File: src/rtl/sip_pkg.sv
package sip_pkg;
  localparam int OutBits = 32;
  localparam int StatBits = 2;

  typedef enum logic [StatBits-1:0] {
    ST_COMPUTED = 2'd0,
    ST_SHARED_A1 = 2'd1,
    ST_SHARED_A2 = 2'd2,
    ST_DEGENERATE = 2'd3
  } sip_status_t;
endpackage

File: src/rtl/sip_divider.sv
// Pipelined restoring divider: q = floor(num * 2^T_FRAC / den), num <= den.
// One quotient bit per stage, T_FRAC+1 stages; side data rides along.
module sip_divider
  import sip_pkg::*;
#(
  parameter int DW = 36,
  parameter int T_FRAC = 16,
  parameter int SW = 8
) (
  input  logic              clk,
  input  logic              rst_n,
  input  logic              adv,
  input  logic              in_vld,
  input  logic [DW-1:0]     num,
  input  logic [DW-1:0]     den,
  input  logic [SW-1:0]     side_in,
  output logic              out_vld,
  output logic [T_FRAC:0]   quo,
  output logic [SW-1:0]     side_out
);
  localparam int NS = T_FRAC + 1;

  logic [DW:0]     rem_r  [NS];
  logic [DW-1:0]   den_r  [NS];
  logic [T_FRAC:0] q_r    [NS];
  logic [SW-1:0]   side_r [NS];
  logic [NS-1:0]   vld_r;

  always_ff @(posedge clk) begin
    if (!rst_n) begin
      vld_r <= '0;
    end else if (adv) begin
      vld_r <= {vld_r[NS-2:0], in_vld};
    end
  end

  always_ff @(posedge clk) begin
    if (adv) begin
      // First stage: integer bit
      if ({1'b0, num} >= {1'b0, den}) begin
        rem_r[0] <= {1'b0, num} - {1'b0, den};
        q_r[0]   <= (T_FRAC+1)'(1);
      end else begin
        rem_r[0] <= {1'b0, num};
        q_r[0]   <= '0;
      end
      den_r[0]  <= den;
      side_r[0] <= side_in;
      for (int i = 1; i < NS; i++) begin
        if ({rem_r[i-1][DW-1:0], 1'b0} >= {1'b0, den_r[i-1]}) begin
          rem_r[i] <= {rem_r[i-1][DW-1:0], 1'b0} - {1'b0, den_r[i-1]};
          q_r[i]   <= {q_r[i-1][T_FRAC-1:0], 1'b1};
        end else begin
          rem_r[i] <= {rem_r[i-1][DW-1:0], 1'b0};
          q_r[i]   <= {q_r[i-1][T_FRAC-1:0], 1'b0};
        end
        den_r[i]  <= den_r[i-1];
        side_r[i] <= side_r[i-1];
      end
    end
  end

  assign out_vld  = vld_r[NS-1];
  assign quo      = q_r[NS-1];
  assign side_out = side_r[NS-1];
endmodule

File: config.mk
export PLATFORM = sky130hd
export DESIGN_NAME = sip_divider
export DESIGN_NICKNAME = d
export VERILOG_FILES = /design/src/rtl/sip_pkg.sv /design/src/rtl/sip_divider.sv
export SDC_FILE = /design/constraint.sdc
export NUM_CORES = 2
export LEC_CHECK = 0
export ABC_AREA = 1
export BUFFER_PORTS_ARGS = -buffer_cell sky130_fd_sc_hd__buf_2
export CAP_MARGIN = 20
export CELL_PAD_IN_SITES_DETAIL_PLACEMENT = 0
export CELL_PAD_IN_SITES_GLOBAL_PLACEMENT = 1
export CORE_UTILIZATION = 44
export CTS_CLUSTER_SIZE = 30
export DETAILED_ROUTE_END_ITERATION = 8
export PLACE_DENSITY_LB_ADDON = 0.1
export REMOVE_ABC_BUFFERS = 1
export SETUP_SLACK_MARGIN = 0.5
export SYNTH_ARGS = -nofsm -noshare
export SYNTH_HDL_FRONTEND = slang
export SYNTH_SLANG_ARGS = --single-unit
File: constraint.sdc
create_clock -name clk -period 2.5 [get_ports clk]
set_input_delay 0.25 -clock clk [delete_from_list [all_inputs] [get_ports clk]]
set_output_delay 0.25 -clock clk [all_outputs]
set_load 0.02 [all_outputs]
==> After elaboration in Yosys (flattened, before gate mapping) <==
Memories as Yosys holds them, arrays and structs flattened.
Index checks and enable logic that the tools add are counted.
W data, S select, Z words.
{ "word_totals": {"regBits": 17, "ram_bits": 1666, "input_bits": 84, "output_inout_bits": 26, "wordCells": 211, "mem_count": 4} }
{ "op_classes": {"add_sub_neg": 17, "order_cmp": 17, "n_mux": 138, "n_bitwise": 34} }
{ "memory_table": {"columns": ["memory", "depth", "word_bits", "rd", "rd_clocked_by_memory_dff", "write_ports", "line_no", "rtl"], "rows": [
  ["rem_r", 17, 37, 16, 0, 17, "sip_divider.sv:23", "logic [DW:0] rem_r [NS];"],
  ["den_r", 17, 36, 16, 0, 17, "sip_divider.sv:24", "logic [DW-1:0] den_r [NS];"],
  ["q_r", 17, 17, 17, 0, 17, "sip_divider.sv:25", "logic [T_FRAC:0] q_r [NS];"],
  ["side_r", 17, 8, 17, 0, 17, "sip_divider.sv:26", "logic [SW-1:0] side_r [NS];"]
]} }
{ "ops": {"columns": ["op", "n"], "rows": [
  ["$mux W37", 17],
  ["$ge A37 B36 Y1", 16],
  ["$sub A37 B36 Y37", 16],
  ["$mux W17", 17],
  ["$mux W1", 104],
  ["$sub A36 B36 Y37", 1],
  ["$ge A36 B36 Y1", 1],
  ["$or A1 B1 Y1", 34]
]} }

==> Depth between registers and ports, before layout <==
{ "logic_depth": {"ltp_word": 5, "ltp_mapped": 17, "mapped_depth_nobuf": 15} }

==> Least setup slack after synthesis <==
Ideal clock, no wire load.
{ "synth_path": {"path_type": "input port to flip-flop", "from": "input port adv", "to": "memory q_r[11][0] (netlist bit) (enable)", "arrival_time_ns": 2.168, "required_ns": 2.078, "path_slack_ns": -0.090, "cell_stages": 4, "path_buffers": 4, "cell_sequence": "buf_4 > buf_2 > clkbuf_1 > clkbuf_1"} }
{ "synth_rtl": {"columns": ["element", "line_no", "rtl"], "rows": [
  ["from (decl)", "sip_divider.sv:12", "input logic adv,"],
  ["to (decl)", "sip_divider.sv:25", null]
]} }

==> results.sh <==
export IMPL_area_growth_pct=43.4
export IMPL_violations="setup timing"
export IMPL_dp_final_hpwl_um=277000
export IMPL_yosysSeqAreaShare_pct=44.6
export IMPL_tns_ns=-0.175
export IMPL_synth_area_mm2=0.0978
export IMPL_start_util_pct=44.4
export IMPL_cts_buffers=165
export IMPL_setup_viol=20
export IMPL_cp_arrival_ns=3.08
export IMPL_place_gp_congestion=0.981
export IMPL_hold_slack_ns=0.0977
export IMPL_synthTopCellsByArea="edfxtp_1 44%, nand2_1 18%, inv_1 8.8%, ha_1 7.8%, nor2_1 3.4%"
export IMPL_cts_tree="built"
export IMPL_met1_length_um=167000
export IMPL_hold_viol=0
export IMPL_tightest_slew_ns=0.876
export IMPL_synthAdderAreaFrac_pct=8.15
export IMPL_antenna_found_initial=9
export IMPL_dr_pass1_iters=8
export IMPL_cts_clk_slew_worst_paths_ns=0.06
export IMPL_max_cap_violations=0
export IMPL_synth_flop_cell="edfxtp_1"
export IMPL_placement_io_buffers=109
export IMPL_crit_start="rem_r[2][12]$_DFFE_PP_"
export IMPL_dp_cells=17400
export IMPL_reg2reg_from="rem_r[2][12]$_DFFE_PP_"
export IMPL_cts_sinks=1458
export IMPL_core_mm2=0.220
export IMPL_cts_buffer_depth=3
export IMPL_route_vias_total=93200
export IMPL_synth_cell_types=41
export IMPL_worstPathMaxFanout=7
export IMPL_drt_iter0_markers=7876
export IMPL_power_density_mw_per_mm2=1200
export IMPL_final_nets=16100
export IMPL_cts_root_buf="clkbuf_16"
export IMPL_grt_max_degree=137
export IMPL_layoutNonFillerInstCount=18500
export IMPL_hold_class="in -> reg"
export IMPL_fin_crit_ns=2.53
export IMPL_synthArstFlopShare_pct=0
export IMPL_fp_row_count=172
export IMPL_htree_levels=4
export IMPL_finalClockSkew_ns=0.0299
export IMPL_drt_wl_total_um=367000
export IMPL_route_detailed_drc=0
export IMPL_synth_top_family_by_area="simple AND/OR/NAND/NOR gates"
export IMPL_yosys_area_top_type_share_pct=44.2
export IMPL_min_period_over_period_pct=101
export IMPL_drv_slew=0
export IMPL_wl_met2_um=164000
export IMPL_fillers=19000
export IMPL_synthCells=12600
export IMPL_synth_top_cell_by_area="edfxtp_1"
export IMPL_yosys_area_share_simple_pct=29.7
export IMPL_avgViaCountPerCell=5.05
export IMPL_grt_total_usage_pct=30.2
export IMPL_vdd_ir_drop_max_mv=0.693
export IMPL_grt_overflow_total=0
export IMPL_fin_ws_ns=-0.0272
export IMPL_min_delay_start="num[0]"
export IMPL_wl_per_cell_um=19.9
export IMPL_endpoint_kind="register"
export IMPL_ant_nets=0
export IMPL_synth_compound_area_share_pct=4.56
export IMPL_run_status="finished with violations"
export IMPL_die_y_um=473
export IMPL_required_ns=3.05
export IMPL_max_freq_ghz=0.396
export IMPL_fp_dieArea_mm2=0.224
export IMPL_synth_edf_count=1440
export IMPL_io_pins=110
export IMPL_total_power_mw=168
export IMPL_ys_warn_count=0
export IMPL_worst_setup_path_type="reg -> reg"
export IMPL_layout_drive_gt1_share_pct=33.4
export IMPL_grt_pass1_wl_um=514000
export IMPL_synth_xor_area_share_pct=2.58
export IMPL_wl_met3_um=25400
export IMPL_p_leak_nw=69.0
export IMPL_clk_latency_ns=0.83
export IMPL_dr_max_layer_used="met4"
export IMPL_ys_ff_latch=1458
export IMPL_grt_pass1_vias=86400
export IMPL_synth_mux_area_share_pct=0
export IMPL_synth_avg_cell_area_um2=7.75
export IMPL_rsz0062_at_grt="true"
export IMPL_r2r_slack_ns=-0.03
export IMPL_max_slew_margin_rel_pct=41.6
export IMPL_crit_path_start_kind="register"
export IMPL_dieWidth_um=473
-- stage by stage --
stage                     setup WS [ns]  utilization (%)  instance area [um^2]
after floorplan                 -0.0764                -                 96400
after global placement           -0.467             52.5                116000
after detailed placement         -0.435             52.5                116000
after CTS                        0.0222             57.9                127000
after global routing             -0.103             63.7                140000
final                           -0.0272             63.7                140000
-- final cells by class --
| cell class | count | area [um^2] | share of cell area [%] |
|---|---|---|---|
| Antenna cell | 4 | 10.0 | 0.00714 |
| Clock buffer | 189 | 4250 | 3.03 |
| Clock inverter | 119 | 1680 | 1.20 |
| Inverter | 2350 | 9010 | 6.43 |
| Multi-Input combinational cell | 8663 | 55200 | 39.4 |
| Sequential cell | 1458 | 43600 | 31.1 |
| Tap cell | 2958 | 3700 | 2.64 |
| Timing Repair Buffer | 2731 | 22700 | 16.2 |
-- critical path, cell delays in order, from the launching register on --
cell	delay, ns
edfxtp_1	0.46
ha_4	0.33
nand2_1	0.10
nor2_1	0.23
nand3_2	0.24
nor3_2	0.18
a21oi_2	0.11
nand2_8	0.16
clkinv_8	0.11
buf_12	0.16
nand2_1	0.07
nand2_1	0.09
-- worst paths after layout --
check / cells past startpoint / endpoint
setup / recovery: 11 / rem_r[3][7]$_DFFE_PP_
hold / removal: 6 / rem_r[0][0]$_DFFE_PP_
setup reg to reg: 11 / rem_r[3][7]$_DFFE_PP_
hold reg to reg: 0 / q_r[13][8]$_DFFE_PP_
-- synth_stat cells, types with 2 or more instances --
cell type and count:
nor3_1 175, nor2b_1 6, or2_2 2, inv_1 2304, nand3_2 129, o21a_1 2, a21oi_2 17, o21ai_1 6
buf_12 14, dfxtp_1 18, o21ai_0 216, nor2_1 881, xnor2_1 16, nand2_4 8, buf_8 11, a21o_1 2
nand2_2 155, a21boi_1 2, fa_1 16, buf_4 38, buf_2 19, a21oi_1 496, buf_6 40, xor2_1 272
a21boi_0 5, nor4_1 21, edfxtp_1 1440, nand3b_1 86, nor3_2 15, o21bai_1 82, clkbuf_1 24, nand4_1 105
inv_2 46, ha_1 611, nand3_1 609, nand2_1 4695, nor2_2 29
-- kinds of logic after synthesis --
logic type      Yosys count
buf+inv                2496
compound gates          831
flops                  1458
xor+xnor                288
fa+ha+maj               627
simple gates           6917
-- where the power goes --
part           internal (mW)  switching, mW  total [mW]
clock network           15.6           10.9        26.6
registers               35.2           6.17        41.4
logic                   44.3           55.2        99.6
-- metal layers --
metal,up-vias,track usage (%)
li1,45600,-
met1,44100,43.4
met2,2948,47.6
met3,502,4.56
met4,0,7.62
met5,-,0
-- registers in the layout (all words and copies together), names as in the netlist --
register / flops
den_r: 576
vld_r: 17
rem_r: 576
q_r: 153
side_r: 136
-- layout by cell type (no fill, tap or decap), drive strengths merged, types with 7 or more instances in the layout --
| cell type | n |
|---|---|
| bufinv | 31 |
| inv | 2353 |
| a21boi | 7 |
| nand4 | 105 |
| clkbuf | 237 |
| nor2 | 911 |
| a21oi | 513 |
| buf | 2599 |
| dlygate4sd3 | 84 |
| clkinv | 79 |
| nand3b | 86 |
| nand2 | 4858 |
| nor4 | 21 |
| xor2 | 272 |
| xnor2 | 16 |
| nor3 | 190 |
| o21bai | 82 |
| dfxtp | 18 |
| o21ai | 222 |
| edfxtp | 1440 |
| nand3 | 738 |
| ha | 611 |
| fa | 16 |
-- what timing repair did --
item,CTS,global route
pin swaps,107,497
resized for setup,567,2013
hold endpoints to repair,130,0
endpoints found under the setup margin,556,592
gates cloned,10,58
setup buffers,187,383
hold buffers,85,0
Note: power is estimated with default switching activity, not from simulation.
